## src/rtl/pid_controller_antiwindup_core_defines.svh

```systemverilog
// Assertion macros for the PID controller RTL.
`ifndef PID_CONTROLLER_ANTIWINDUP_CORE_DEFINES_SVH
`define PID_CONTROLLER_ANTIWINDUP_CORE_DEFINES_SVH
`ifndef SYNTHESIS
`define PIDAW_ASSERT(lbl, prop) \
    lbl: assert property (@(posedge clk) disable iff (!rst_n) prop) else $error("pidaw check");
`define PIDAW_NEVER(lbl, expr) \
    lbl: assert property (@(posedge clk) disable iff (!rst_n) !(expr)) else $error("pidaw check");
`else
`define PIDAW_ASSERT(lbl, prop)
`define PIDAW_NEVER(lbl, expr)
`endif
`endif

```

## src/rtl/pidaw_pkg.sv

```systemverilog
// Types, constants and saturation helpers for the PID controller.
package pidaw_pkg;

    localparam int DATA_WIDTH = 32;
    localparam int FRAC_BITS  = 16;
    localparam int MUL_WIDTH  = DATA_WIDTH + 2;
    localparam int MAG_WIDTH  = 2 * MUL_WIDTH + 1;
    localparam int QUO_WIDTH  = DATA_WIDTH + 1 + FRAC_BITS;
    localparam int IDX_WIDTH  = 3;

    localparam logic [IDX_WIDTH-1:0] REG_GAIN_PROP   = 3'd0;
    localparam logic [IDX_WIDTH-1:0] REG_GAIN_INTEG  = 3'd1;
    localparam logic [IDX_WIDTH-1:0] REG_GAIN_DERIV  = 3'd2;
    localparam logic [IDX_WIDTH-1:0] REG_GUARD_ON    = 3'd3;
    localparam logic [IDX_WIDTH-1:0] REG_DRIVE_FLOOR = 3'd4;
    localparam logic [IDX_WIDTH-1:0] REG_DRIVE_CEIL  = 3'd5;

    typedef struct packed {
        logic signed [DATA_WIDTH-1:0] target;
        logic signed [DATA_WIDTH-1:0] measured;
        logic [DATA_WIDTH-2:0]        step_time;
    } pid_in_t;

    typedef struct packed {
        logic signed [DATA_WIDTH-1:0] drive;
        logic                         clamped;
    } pid_out_t;

    typedef enum logic [3:0] {
        ST_IDLE, ST_ERR, ST_EINT, ST_INC_GO, ST_INC_WAIT, ST_P_GO, ST_P_WAIT,
        ST_I_GO, ST_I_WAIT, ST_D_GO, ST_D_WAIT, ST_LIM, ST_OUT
    } pid_state_t;

    typedef enum logic [1:0] {
        OP_INC, OP_PROP, OP_INTEG, OP_DERIV
    } pid_op_t;

    function automatic logic signed [DATA_WIDTH-1:0] sat_w(
        input logic signed [DATA_WIDTH+1:0] v);
        logic signed [DATA_WIDTH+1:0] smax;
        logic signed [DATA_WIDTH+1:0] smin;
        smax = {3'b000, {(DATA_WIDTH-1){1'b1}}};
        smin = {3'b111, {(DATA_WIDTH-1){1'b0}}};
        if (v > smax)
            return smax[DATA_WIDTH-1:0];
        else if (v < smin)
            return smin[DATA_WIDTH-1:0];
        return v[DATA_WIDTH-1:0];
    endfunction

    function automatic logic signed [DATA_WIDTH-1:0] sat_mag(
        input logic neg, input logic [MAG_WIDTH-1:0] m);
        logic [MAG_WIDTH-1:0] lim;
        logic [DATA_WIDTH-1:0] lo;
        lim = MAG_WIDTH'(1) << (DATA_WIDTH - 1);
        lo  = m[DATA_WIDTH-1:0];
        if (neg)
            return (m > lim) ? {1'b1, {(DATA_WIDTH-1){1'b0}}} : -lo;
        return (m >= lim) ? {1'b0, {(DATA_WIDTH-1){1'b1}}} : lo;
    endfunction

endpackage

```

## src/rtl/pidaw_mul.sv

```systemverilog
// Bit-serial signed multiplier with rounded fixed-point shift and saturation.
module pidaw_mul (
    input  logic                                        clk,
    input  logic                                        rst_n,
    input  logic                                        start,
    input  logic signed [pidaw_pkg::MUL_WIDTH-1:0]      a,
    input  logic signed [pidaw_pkg::MUL_WIDTH-1:0]      b,
    input  logic                                        extra_shift,
    output logic                                        done,
    output logic signed [pidaw_pkg::DATA_WIDTH-1:0]     result
);
    localparam int MW = pidaw_pkg::MUL_WIDTH;
    localparam int FB = pidaw_pkg::FRAC_BITS;
    localparam int CW = $clog2(MW + 1);

    logic [MW-1:0]     mcand_reg;
    logic [MW-1:0]     mplier_reg;
    logic [2*MW-1:0]   acc_reg;
    logic              neg_reg;
    logic              shift_reg;
    logic              busy_reg;
    logic              fin_reg;
    logic              done_reg;
    logic [CW-1:0]     cnt_reg;
    logic signed [pidaw_pkg::DATA_WIDTH-1:0] result_reg;

    logic [MW:0]       sum;
    logic [2*MW:0]     rnd;
    logic [2*MW:0]     shifted;

    assign sum = {1'b0, acc_reg[2*MW-1:MW]} + (mplier_reg[0] ? {1'b0, mcand_reg} : '0);
    assign rnd = {1'b0, acc_reg} + (shift_reg ? ((2*MW+1)'(1) << FB)
                                              : ((2*MW+1)'(1) << (FB - 1)));
    assign shifted = shift_reg ? (rnd >> (FB + 1)) : (rnd >> FB);

    always_ff @(posedge clk or negedge rst_n)
    begin
        if (!rst_n)
        begin
            busy_reg <= 1'b0;
            fin_reg  <= 1'b0;
            done_reg <= 1'b0;
            cnt_reg  <= '0;
        end
        else
        begin
            done_reg <= 1'b0;
            if (start)
            begin
                busy_reg <= 1'b1;
                cnt_reg  <= '0;
            end
            else if (busy_reg)
            begin
                cnt_reg <= cnt_reg + 1'b1;
                if (cnt_reg == CW'(MW - 1))
                begin
                    busy_reg <= 1'b0;
                    fin_reg  <= 1'b1;
                end
            end
            else if (fin_reg)
            begin
                fin_reg  <= 1'b0;
                done_reg <= 1'b1;
            end
        end
    end

    always_ff @(posedge clk)
    begin
        if (start)
        begin
            mcand_reg  <= a[MW-1] ? MW'(-a) : MW'(a);
            mplier_reg <= b[MW-1] ? MW'(-b) : MW'(b);
            neg_reg    <= a[MW-1] ^ b[MW-1];
            shift_reg  <= extra_shift;
            acc_reg    <= '0;
        end
        else if (busy_reg)
        begin
            acc_reg    <= {sum, acc_reg[MW-1:1]};
            mplier_reg <= mplier_reg >> 1;
        end
        else if (fin_reg)
        begin
            result_reg <= pidaw_pkg::sat_mag(neg_reg, shifted);
        end
    end

    assign done   = done_reg;
    assign result = result_reg;
endmodule

```

## src/rtl/pidaw_div.sv

```systemverilog
// Bit-serial restoring divider for the fixed-point derivative quotient.
module pidaw_div (
    input  logic                                        clk,
    input  logic                                        rst_n,
    input  logic                                        start,
    input  logic signed [pidaw_pkg::DATA_WIDTH:0]       num,
    input  logic [pidaw_pkg::DATA_WIDTH-2:0]            den,
    output logic                                        done,
    output logic signed [pidaw_pkg::DATA_WIDTH-1:0]     result
);
    localparam int W  = pidaw_pkg::DATA_WIDTH;
    localparam int NB = pidaw_pkg::QUO_WIDTH;
    localparam int CW = $clog2(NB + 1);

    logic [NB-1:0]  dvd_reg;
    logic [NB-1:0]  quo_reg;
    logic [W-2:0]   rem_reg;
    logic [W-2:0]   den_reg;
    logic           neg_reg;
    logic           busy_reg;
    logic           fin_reg;
    logic           done_reg;
    logic [CW-1:0]  cnt_reg;
    logic signed [W-1:0] result_reg;

    logic [W-1:0]   r2;
    logic [W-1:0]   r2_sub;
    logic           ge;
    logic [W:0]     num_mag;

    assign r2      = {rem_reg, dvd_reg[NB-1]};
    assign r2_sub  = r2 - {1'b0, den_reg};
    assign ge      = r2 >= {1'b0, den_reg};
    assign num_mag = num[W] ? -num : num;

    always_ff @(posedge clk or negedge rst_n)
    begin
        if (!rst_n)
        begin
            busy_reg <= 1'b0;
            fin_reg  <= 1'b0;
            done_reg <= 1'b0;
            cnt_reg  <= '0;
        end
        else
        begin
            done_reg <= 1'b0;
            if (start)
            begin
                busy_reg <= 1'b1;
                cnt_reg  <= '0;
            end
            else if (busy_reg)
            begin
                cnt_reg <= cnt_reg + 1'b1;
                if (cnt_reg == CW'(NB - 1))
                begin
                    busy_reg <= 1'b0;
                    fin_reg  <= 1'b1;
                end
            end
            else if (fin_reg)
            begin
                fin_reg  <= 1'b0;
                done_reg <= 1'b1;
            end
        end
    end

    always_ff @(posedge clk)
    begin
        if (start)
        begin
            dvd_reg <= {num_mag, {pidaw_pkg::FRAC_BITS{1'b0}}};
            den_reg <= den;
            neg_reg <= num[W];
            rem_reg <= '0;
            quo_reg <= '0;
        end
        else if (busy_reg)
        begin
            dvd_reg <= dvd_reg << 1;
            rem_reg <= ge ? r2_sub[W-2:0] : r2[W-2:0];
            quo_reg <= {quo_reg[NB-2:0], ge};
        end
        else if (fin_reg)
        begin
            result_reg <= pidaw_pkg::sat_mag(neg_reg,
                                             pidaw_pkg::MAG_WIDTH'(quo_reg));
        end
    end

    assign done   = done_reg;
    assign result = result_reg;
endmodule

```

## src/rtl/pid_controller_antiwindup_core.sv

```systemverilog
// Top level of the PID controller with back-calculation anti-windup.
//
//  channel  dir  handshake            word
//  in       in   in_valid/in_stall    target, measured, step_time
//  out      out  out_valid/out_stall  drive, clamped
//  cfg      in   cfg_we               cfg_index, cfg_data
//
// Each word runs four multiplies in turn on the shared serial multiplier, plus error,
// anti-windup, limit and load steps; the divider runs beside them. The next word can
// be taken once the result of the last one has been loaded into the output register.
// Reset clears the loop state and the registers to their defaults.
// A finished word waits in the output register; the next input word is taken
// meanwhile, and its result holds until the output register is free.
`include "pid_controller_antiwindup_core_defines.svh"
module pid_controller_antiwindup_core (
    input  logic                                      clk,
    input  logic                                      rst_n,
    input  logic                                      in_valid,
    output logic                                      in_stall,
    input  pidaw_pkg::pid_in_t                        in_data,
    output logic                                      out_valid,
    input  logic                                      out_stall,
    output pidaw_pkg::pid_out_t                       out_data,
    input  logic                                      cfg_we,
    input  logic [pidaw_pkg::IDX_WIDTH-1:0]           cfg_index,
    input  logic [pidaw_pkg::DATA_WIDTH-1:0]          cfg_data
);
    localparam int W  = pidaw_pkg::DATA_WIDTH;
    localparam int MW = pidaw_pkg::MUL_WIDTH;

    pidaw_pkg::pid_state_t state_reg, state_next;
    pidaw_pkg::pid_op_t    op;
    pidaw_pkg::pid_out_t   out_reg;

    logic signed [W-1:0] gain_p_reg, gain_i_reg, gain_d_reg, floor_reg, ceil_reg;
    logic                guard_reg;
    logic signed [W-1:0] last_err_reg, integ_reg, raw_reg, lim_reg;
    logic signed [W-1:0] tgt_reg, meas_reg, err_reg, eint_reg, deriv_reg, acc_reg;
    logic signed [W:0]   diff_reg;
    logic [W-2:0]        dt_reg;
    logic                deriv_ok_reg;
    logic                out_valid_reg;

    logic                mul_start, div_start, in_take, out_load;
    logic signed [MW-1:0] mul_a, mul_b;
    logic                mul_done, div_done;
    logic signed [W-1:0] mul_res, div_res;
    logic signed [W-1:0] err_next, eint_next, raw_next;

    function automatic logic signed [W-1:0] raw_next_integ(
        input logic signed [W-1:0] x, input logic signed [W-1:0] y);
        return pidaw_pkg::sat_w({{2{x[W-1]}}, x} + {{2{y[W-1]}}, y});
    endfunction

    pidaw_mul u_mul (
        .clk         (clk),
        .rst_n       (rst_n),
        .start       (mul_start),
        .a           (mul_a),
        .b           (mul_b),
        .extra_shift (op == pidaw_pkg::OP_INC),
        .done        (mul_done),
        .result      (mul_res)
    );

    pidaw_div u_div (
        .clk    (clk),
        .rst_n  (rst_n),
        .start  (div_start),
        .num    (diff_reg),
        .den    (dt_reg),
        .done   (div_done),
        .result (div_res)
    );

    assign in_take  = in_valid && !in_stall;
    assign out_load = (state_reg == pidaw_pkg::ST_OUT) && (!out_valid_reg || !out_stall);

    assign err_next  = pidaw_pkg::sat_w({{2{tgt_reg[W-1]}}, tgt_reg}
                                        - {{2{meas_reg[W-1]}}, meas_reg});
    assign eint_next = guard_reg
        ? pidaw_pkg::sat_w({{2{err_reg[W-1]}}, err_reg}
            + {{2{1'b0}}, 1'b0, {(W-1){1'b0}}}
            + MW'(pidaw_pkg::sat_w({{2{lim_reg[W-1]}}, lim_reg}
                                   - {{2{raw_reg[W-1]}}, raw_reg})))
        : err_reg;
    assign raw_next  = pidaw_pkg::sat_w({{2{acc_reg[W-1]}}, acc_reg}
                                        + {{2{mul_res[W-1]}}, mul_res});

    always_comb
    begin
        state_next = state_reg;
        unique case (state_reg)
            pidaw_pkg::ST_IDLE:     if (in_valid) state_next = pidaw_pkg::ST_ERR;
            pidaw_pkg::ST_ERR:      state_next = pidaw_pkg::ST_EINT;
            pidaw_pkg::ST_EINT:     state_next = pidaw_pkg::ST_INC_GO;
            pidaw_pkg::ST_INC_GO:   state_next = pidaw_pkg::ST_INC_WAIT;
            pidaw_pkg::ST_INC_WAIT: if (mul_done) state_next = pidaw_pkg::ST_P_GO;
            pidaw_pkg::ST_P_GO:     state_next = pidaw_pkg::ST_P_WAIT;
            pidaw_pkg::ST_P_WAIT:   if (mul_done) state_next = pidaw_pkg::ST_I_GO;
            pidaw_pkg::ST_I_GO:     state_next = pidaw_pkg::ST_I_WAIT;
            pidaw_pkg::ST_I_WAIT:   if (mul_done) state_next = pidaw_pkg::ST_D_GO;
            pidaw_pkg::ST_D_GO:     if (deriv_ok_reg) state_next = pidaw_pkg::ST_D_WAIT;
            pidaw_pkg::ST_D_WAIT:   if (mul_done) state_next = pidaw_pkg::ST_LIM;
            pidaw_pkg::ST_LIM:      state_next = pidaw_pkg::ST_OUT;
            pidaw_pkg::ST_OUT:      if (out_load) state_next = pidaw_pkg::ST_IDLE;
            default:                state_next = pidaw_pkg::ST_IDLE;
        endcase
    end

    always_comb
    begin
        in_stall  = 1'b1;
        mul_start = 1'b0;
        div_start = 1'b0;
        op        = pidaw_pkg::OP_INC;
        unique case (state_reg)
            pidaw_pkg::ST_IDLE:
            begin
                in_stall = 1'b0;
            end
            pidaw_pkg::ST_INC_GO:
            begin
                mul_start = 1'b1;
                div_start = (dt_reg != '0);
            end
            pidaw_pkg::ST_P_GO:
            begin
                mul_start = 1'b1;
                op        = pidaw_pkg::OP_PROP;
            end
            pidaw_pkg::ST_I_GO:
            begin
                mul_start = 1'b1;
                op        = pidaw_pkg::OP_INTEG;
            end
            pidaw_pkg::ST_D_GO:
            begin
                mul_start = deriv_ok_reg;
                op        = pidaw_pkg::OP_DERIV;
            end
            default:
            begin
                in_stall = 1'b1;
            end
        endcase
    end

    always_comb
    begin
        case (op)
            pidaw_pkg::OP_INC:
            begin
                mul_a = {{2{eint_reg[W-1]}}, eint_reg} + {{2{last_err_reg[W-1]}}, last_err_reg};
                mul_b = {3'b000, dt_reg};
            end
            pidaw_pkg::OP_PROP:
            begin
                mul_a = {{2{gain_p_reg[W-1]}}, gain_p_reg};
                mul_b = {{2{err_reg[W-1]}}, err_reg};
            end
            pidaw_pkg::OP_INTEG:
            begin
                mul_a = {{2{gain_i_reg[W-1]}}, gain_i_reg};
                mul_b = {{2{integ_reg[W-1]}}, integ_reg};
            end
            default:
            begin
                mul_a = {{2{gain_d_reg[W-1]}}, gain_d_reg};
                mul_b = {{2{deriv_reg[W-1]}}, deriv_reg};
            end
        endcase
    end

    always_ff @(posedge clk or negedge rst_n)
    begin
        if (!rst_n)
        begin
            state_reg     <= pidaw_pkg::ST_IDLE;
            gain_p_reg    <= '0;
            gain_i_reg    <= '0;
            gain_d_reg    <= '0;
            guard_reg     <= 1'b0;
            floor_reg     <= {1'b1, {(W-1){1'b0}}};
            ceil_reg      <= {1'b0, {(W-1){1'b1}}};
            last_err_reg  <= '0;
            integ_reg     <= '0;
            raw_reg       <= '0;
            lim_reg       <= '0;
            deriv_ok_reg  <= 1'b0;
            out_valid_reg <= 1'b0;
        end
        else
        begin
            state_reg <= state_next;
            if (cfg_we)
            begin
                unique case (cfg_index)
                    pidaw_pkg::REG_GAIN_PROP:   gain_p_reg <= cfg_data;
                    pidaw_pkg::REG_GAIN_INTEG:  gain_i_reg <= cfg_data;
                    pidaw_pkg::REG_GAIN_DERIV:  gain_d_reg <= cfg_data;
                    pidaw_pkg::REG_GUARD_ON:    guard_reg  <= cfg_data[0];
                    pidaw_pkg::REG_DRIVE_FLOOR: floor_reg  <= cfg_data;
                    pidaw_pkg::REG_DRIVE_CEIL:  ceil_reg   <= cfg_data;
                    default:                    guard_reg  <= guard_reg;
                endcase
            end
            if (state_reg == pidaw_pkg::ST_INC_GO)
                deriv_ok_reg <= (dt_reg == '0);
            else if (div_done)
                deriv_ok_reg <= 1'b1;
            if (state_reg == pidaw_pkg::ST_INC_WAIT && mul_done)
                integ_reg <= raw_next_integ(integ_reg, mul_res);
            if (state_reg == pidaw_pkg::ST_D_WAIT && mul_done)
            begin
                raw_reg      <= raw_next;
                last_err_reg <= err_reg;
            end
            if (state_reg == pidaw_pkg::ST_LIM && guard_reg)
            begin
                if (raw_reg > ceil_reg)
                    lim_reg <= ceil_reg;
                else if (raw_reg < floor_reg)
                    lim_reg <= floor_reg;
                else
                    lim_reg <= raw_reg;
            end
            if (out_load)
                out_valid_reg <= 1'b1;
            else if (!out_stall)
                out_valid_reg <= 1'b0;
        end
    end

    always_ff @(posedge clk)
    begin
        if (in_take)
        begin
            tgt_reg  <= in_data.target;
            meas_reg <= in_data.measured;
            dt_reg   <= in_data.step_time;
        end
        if (state_reg == pidaw_pkg::ST_ERR)
            err_reg <= err_next;
        if (state_reg == pidaw_pkg::ST_EINT)
        begin
            eint_reg <= eint_next;
            diff_reg <= {err_reg[W-1], err_reg} - {last_err_reg[W-1], last_err_reg};
        end
        if (state_reg == pidaw_pkg::ST_INC_GO)
            deriv_reg <= '0;
        else if (div_done)
            deriv_reg <= div_res;
        if (state_reg == pidaw_pkg::ST_P_WAIT && mul_done)
            acc_reg <= mul_res;
        if (state_reg == pidaw_pkg::ST_I_WAIT && mul_done)
            acc_reg <= raw_next;
        if (out_load)
        begin
            out_reg.clamped <= guard_reg && ((raw_reg > ceil_reg) || (raw_reg < floor_reg));
            if (!guard_reg)
                out_reg.drive <= raw_reg;
            else if (raw_reg > ceil_reg)
                out_reg.drive <= ceil_reg;
            else if (raw_reg < floor_reg)
                out_reg.drive <= floor_reg;
            else
                out_reg.drive <= raw_reg;
        end
    end

    assign out_valid = out_valid_reg;
    assign out_data  = out_reg;

    `PIDAW_NEVER(a_take_only_idle, in_take && state_reg != pidaw_pkg::ST_IDLE)
    `PIDAW_NEVER(a_mul_start_busy, mul_start && state_reg == pidaw_pkg::ST_IDLE)
    `PIDAW_ASSERT(a_clamp_needs_guard, out_valid && out_data.clamped |-> guard_reg)
    `PIDAW_ASSERT(a_load_sets_valid, out_load |=> out_valid_reg)
endmodule

```

## config.mk

```make
export PLATFORM = sky130hd
export DESIGN_NAME = pid_controller_antiwindup_core
export DESIGN_NICKNAME = d
export VERILOG_FILES = /design/src/rtl/pidaw_pkg.sv /design/src/rtl/pidaw_mul.sv /design/src/rtl/pidaw_div.sv /design/src/rtl/pid_controller_antiwindup_core.sv
export VERILOG_INCLUDE_DIRS = /design/src /design/src/rtl
export SDC_FILE = /design/constraint.sdc
export NUM_CORES = 2
export LEC_CHECK = 0
export BUFFER_PORTS_ARGS = -buffer_cell sky130_fd_sc_hd__buf_2
export CAP_MARGIN = 20
export CELL_PAD_IN_SITES_DETAIL_PLACEMENT = 1
export CELL_PAD_IN_SITES_GLOBAL_PLACEMENT = 1
export CORE_ASPECT_RATIO = 0.75
export CORE_UTILIZATION = 40
export CTS_BUF_LIST = sky130_fd_sc_hd__clkbuf_8
export DETAILED_ROUTE_END_ITERATION = 16
export PLACE_DENSITY_LB_ADDON = 0.3
export SLEW_MARGIN = 20
export SYNTH_ARGS = -nofsm -noshare
export SYNTH_HDL_FRONTEND = slang
export SYNTH_HIERARCHICAL = 1
export SYNTH_SLANG_ARGS = --single-unit
export TNS_END_PERCENT = 1
```

## constraint.sdc

```tcl
create_clock -name clk -period 16.63 [get_ports clk]
set_input_delay 0.8315 -clock clk [delete_from_list [all_inputs] [get_ports clk]]
set_output_delay 0.8315 -clock clk [all_outputs]
set_load 0.02 [all_outputs]
```

# Word-level counts from Yosys, hierarchy flattened
# Cells that the tools add are included.
# Widths: inputs -> output; s select.
# classes
addsub	17
order_cmp	17
eq_ne	31
n_mux	97
bitwise	5
reduce_logical	33
# op_table
operator	n
$mux 32	29
$pmux 34 s3	2
$gt 33x32->1 const B	5
$lt 33x32->1 const B	5
$mux 34	4
$add 32x32->33	4
$sub 32x32->33	3
$mux 49	2
$add 68x69->69	1
$ge 69x32->1 const B	1
$gt 69x32->1 const B	1
$neg 34->34	2
$mux 33	2
$neg 32->32	2
$mux 53	1
$pmux 4 s13	1
$ge 49x32->1 const B	1
$gt 49x32->1 const B	1
$mux 1	41
$add 34x35->35	1
$neg 33->33	1
$ge 32x31->1	1
$gt 32x32->1	1
$lt 32x32->1	1
35 further kinds	87
# totals
reg_bits	949
output_inout_bits	35
wordCells	244

# Logic depth before layout (Yosys ltp)
# logic_depth
word_depth	11
depth_mapped	30

# Hierarchy
# The synthesis kept the hierarchy.
# by_module_without_submodules
module	instances	cells_each	area_each_um2
pid_controller_antiwindup_core	1	3686	37004.2
pidaw_mul	1	1510	13090.1
pidaw_div	1	1061	10179.8

# Worst setup path after synthesis
# OpenSTA, ideal clock, no wires.
# synth_timing
path_kind	register to register
from	register state_reg[0]
to	register diff_reg[0], enable pin
arrival_time_ns	7.472
required_ns	15.958
setup_slack_ns	8.486
stages_incl_launch_ff	4
n_path_buf	2
cell_sequence	dfrtp_1 > clkbuf_1 > clkbuf_1 > nor4b_1
# synth_via
elab_chain_len	1
# synth_rtl
element	line_no	text
start: declaration	pid_controller_antiwindup_core.sv:31	pidaw_pkg::pid_state_t state_reg, state_next;
start signal: assignment	pid_controller_antiwindup_core.sv:179	state_reg <= pidaw_pkg::ST_IDLE;
start signal: assignment	pid_controller_antiwindup_core.sv:195	state_reg <= state_next;
$eq 4x2->1	pid_controller_antiwindup_core.sv:245	if (state_reg == pidaw_pkg::ST_EINT)
end signal: assignment	pid_controller_antiwindup_core.sv:248	diff_reg <= {err_reg[W-1], err_reg} - {last_err_reg[W-1], last_err_reg};
end: declaration	pid_controller_antiwindup_core.sv:39	logic signed [W:0] diff_reg;
# No other way between the ends.
# A chain may end at the register's enable or synchronous reset.

# Worst setup path in the final report
# layout_timing
from	register raw_reg[0]
to	register eint_reg[11] (data pin)
# layout_via
elab_chain_len	11
# layout_rtl
element	line_no	text
start: declaration	pid_controller_antiwindup_core.sv:37	logic signed [W-1:0] last_err_reg, integ_reg, raw_reg, lim_reg;
start signal: assignment	pid_controller_antiwindup_core.sv:216	raw_reg <= raw_next;
$sub 32x32->33 (*)	pid_controller_antiwindup_core.sv:85	- {{2{raw_reg[W-1]}}, raw_reg})))
$lt 33x32->1	pidaw_pkg.sv:46	else if (v < smin)
$mux 1	pidaw_pkg.sv:46	
$mux 1	pidaw_pkg.sv:44	if (v > smax)
$mux 32 (*)	pidaw_pkg.sv:48	return v[DATA_WIDTH-1:0];
$add 32x32->33 (*)	pid_controller_antiwindup_core.sv:84	+ MW'(pidaw_pkg::sat_w({{2{lim_reg[W-1]}}, lim_reg}
$lt 33x32->1	pidaw_pkg.sv:46	
$mux 1	pidaw_pkg.sv:46	
$mux 1	pidaw_pkg.sv:44	
$mux 32 (*)	pidaw_pkg.sv:48	
$mux 32 (*)	pid_controller_antiwindup_core.sv:82	? pidaw_pkg::sat_w({{2{err_reg[W-1]}}, err_reg}
named net eint_next[11]	pid_controller_antiwindup_core.sv:48	logic signed [W-1:0] err_next, eint_next, raw_next;
end signal: assignment	pid_controller_antiwindup_core.sv:247	eint_reg <= eint_next;
end: declaration	pid_controller_antiwindup_core.sv:38	logic signed [W-1:0] tgt_reg, meas_reg, err_reg, eint_reg, deriv_reg, acc_reg;
# The timed path passes the listed nets; every way through them passes the cells marked *.

==> impl_metrics.ini <==
[status]
status = complete, no violations

[layout]
final_cell_mix = 540 x nor2_1, 498 x a21oi_1, 465 x nand2_1, 456 x edfxtp_1, 401 x inv_1
layout.nets = 6894
area_delta_synth_final_pct = 10.4
final_layout_size_suffix_gt1_share_pct = 13.2
largest_reg_flops = 53
final_util_pct = 44.8
final_common_cell = nor2_1

[routing]
final_antenna_net_count = 0
detail_route.drc_violations = 0
viasPerCell = 5.93
drtIter0Drc = 4399
routedWlPerCell_microns = 24.2
route.vias.total = 50500
first_pass_iters = 9
drt_wl_total_microns = 206000

[clocking]
ctsRootBufferMaster = clkbuf_8
clkTransAtPathRegs_ns = 0.07
cts.sinks = 934
h-tree-depth = 4
clock_latency_ns = 0.96
numCtsBuffers = 161
cts_buffer_depth = 3
tritoncts = built

[critical_path]
worstPathRequired_ns = 17.37
critPathBufInv = 2
start_kind = flop
critPathCapture = eint_reg[11]$_DFFE_PP_
cp-startpoint = raw_reg[0]$_DFFE_PN0P_
reg2reg_slack_ns = 9.03
slowest_stage = nand2_2
worst_r2r_endpoint = eint_reg[11]$_DFFE_PP_
crit_cells = 26
critPathKind = flop to flop
critical-path-top-delay-family = compound AO/OA/AOI/OAI gates
worstPathMaxFanout = 37
r2r_start = raw_reg[0]$_DFFE_PN0P_
end_kind = flop
worstPathArrival_ns = 8.35
r2r_cells = 26
cpMostUsedCell = a21oi_1
cpPeakStageDelay_ns = 0.44

[synthesis]
syn_avg_cell_area_sq_um = 9.63
syn_nets = 6764
ys_seq_area_share_pct = 41.3
synth_area_sq_um = 60300
synthArstFlopShare_pct = 33.5
synth_flop_cell = edfxtp_1
yosysWarnings = 6
synthCells = 6257
synth-seq-cells = 934
synth_cell_type_count = 132
synth_edf_count = 456

[die]
initial_core_util_pct = 40.6
rows = 122
die_h_microns = 338
core_sq_um = 149000
die_w_microns = 450
io_pins = 170
dieArea_sq_um = 152000

[global_route]
grt_pass1_wl_microns = 314000
antenna_found_initial = 35
grt_use_total_pct = 26.5
grt_max_degree = 89
overflow = 0
grt_pass1_vias = 50700

[power_and_ir_drop]
power_per_cell_area_nw_per_um2 = 218
power_w = 0.0145
vdd_drop_max_v = 0.000530
power.leakage_nw = 28.1

[sta]
finalSetupViolCount = 0
timing.final.crit_period_ns = 7.60
max_freq_mhz = 132
period_share_pct = 45.7
drv_slew = 0
rsz0062_at_grt = false
fin_ws_ns = 9.03
final-hold-violation-count = 0
tightest_slew_ns = 1.22
tns_ns = 0
fin_skew_ns = 0.0582
timing.hold.ws_ns = 0.0777
relSlewSlack_pct = 18.0

[placed_design]
dp_slack_ns = 9.24
place_congestion = 0.916
hpwl_microns = 154000
io_buffers = 169

[run]
cap_violations = 0

[min_path]
hold_class = primary input to flop
worst reg2reg max path, cell delays in order (launching register included):
cell       delay, ns
dfrtp_1         0.43
ha_1            0.25
fa_1            0.41
nor2b_1         0.19
o31a_1          0.24
o21ai_1         0.18
o21ai_2         0.33
a2111oi_4       0.15
o31ai_4         0.41
nand3_1         0.18
a32oi_4         0.38
nand2_2         0.45
a21oi_1         0.33
ha_1            0.24
inv_1           0.07
fa_1            0.41
nand2b_1        0.18
a21oi_1         0.29
o21ba_2         0.24
a21oi_1         0.13
a211oi_2        0.38
nand2_1         0.15
a31oi_1         0.27
a221o_1         0.20
buf_4           0.38
o21ai_4         0.29
o22ai_1         0.23
worst min-delay path by stage:
stage	cells after the start	slack [ns]	end	start
2_1_floorplan	0	0.45	u_div/den_reg[10]$_DFFE_PP_	dt_reg[10]$_DFFE_PP_
3_3_place_gp	2	0.47	deriv_reg[14]$_SDFFE_PP0P_	u_div/result[14]$_DFFE_PP_
3_5_place_dp	2	0.48	deriv_reg[26]$_SDFFE_PP0P_	u_div/result[26]$_DFFE_PP_
4_1_cts	1	0.0008	dt_reg[0]$_DFFE_PP_	in_data[0]
5_1_grt	1	0.02	dt_reg[29]$_DFFE_PP_	in_data[29]
6_report	1	0.08	dt_reg[0]$_DFFE_PP_	in_data[0]
routing by layer:
layer | vias to the layer above | GRT usage, % | routed length [microns]
li1 | 23400 | - | -
met1 | 25400 | 38.7 | 97900
met2 | 1368 | 39.9 | 89900
met3 | 284 | 4.72 | 13300
met4 | 0 | 7.53 | 5130
met5 | - | 0 | 0
synthesized netlist by cell type (57+ instances only):
cell type	n	share of area [%]
ha_1	362	7.5
a21o_1	137	1.7
nor3_1	108	0.90
edfxtp_1	456	23
and2_1	64	0.66
nand2_1	466	2.9
nand2b_1	67	0.70
xnor2_1	197	2.9
a21oi_1	499	4.1
nor2_1	542	3.4
o22ai_1	69	0.72
inv_1	338	2.1
nand4_1	75	0.78
nand3_1	90	0.75
o21ai_0	371	3.1
dfxtp_1	165	5.5
mux2i_1	211	3.5
xor2_1	163	2.4
a211oi_1	72	0.90
mux2_2	207	3.9
nor4_1	61	0.63
a222oi_1	57	0.95
clkbuf_1	209	1.3
dfrtp_1	281	12
power by group:
group | switching, W | internal (W) | total (W)
Sequential | 0.000580 | 0.00327 | 0.00385
Combinational | 0.00522 | 0.00332 | 0.00854
Clock | 0.00106 | 0.00107 | 0.00213
Total | 0.00686 | 0.00766 | 0.0145
area by class of cell:
class	instances	area [sq um]
Fill cell	16700	82000
Antenna cell	6	15.0
Timing Repair Buffer	284	1870
Multi-Input combinational cell	4666	32900
Sequential cell	934	24900
Clock buffer	180	2480
Inverter	340	1280
Tap cell	1984	2480
Clock inverter	123	702
cells by family (layout without fill, tap and decap cells):
family                     count (synthesis)  in the layout  synth area share, %
muxes                                    418            418                 7.37
DFF                                      934            934                 41.3
AOI/OAI and AO/OA                       1736           1736                 19.1
other                                      0              6                    0
adders and majority gates                381            381                 8.00
xor gates and xnor gates                 362            362                 5.30
buffers and inverters                    657            927                 4.48
and+or+nand+nor                         1769           1769                 14.5
repair_timing:
action,in CTS,in global routing
setup buffers,0,0
endpoints found under the hold margin,116,0
resized for setup,0,0
hold buffers,53,0
through the flow:
step	cell area [sq um]	instances
6_report	66500	8517
5_1_grt	66500	8515
4_1_cts	66500	8509
3_5_place_dp	62800	8153
3_3_place_gp	62800	8153
2_1_floorplan	60300	6257
(Power assumes the default switching activity.)
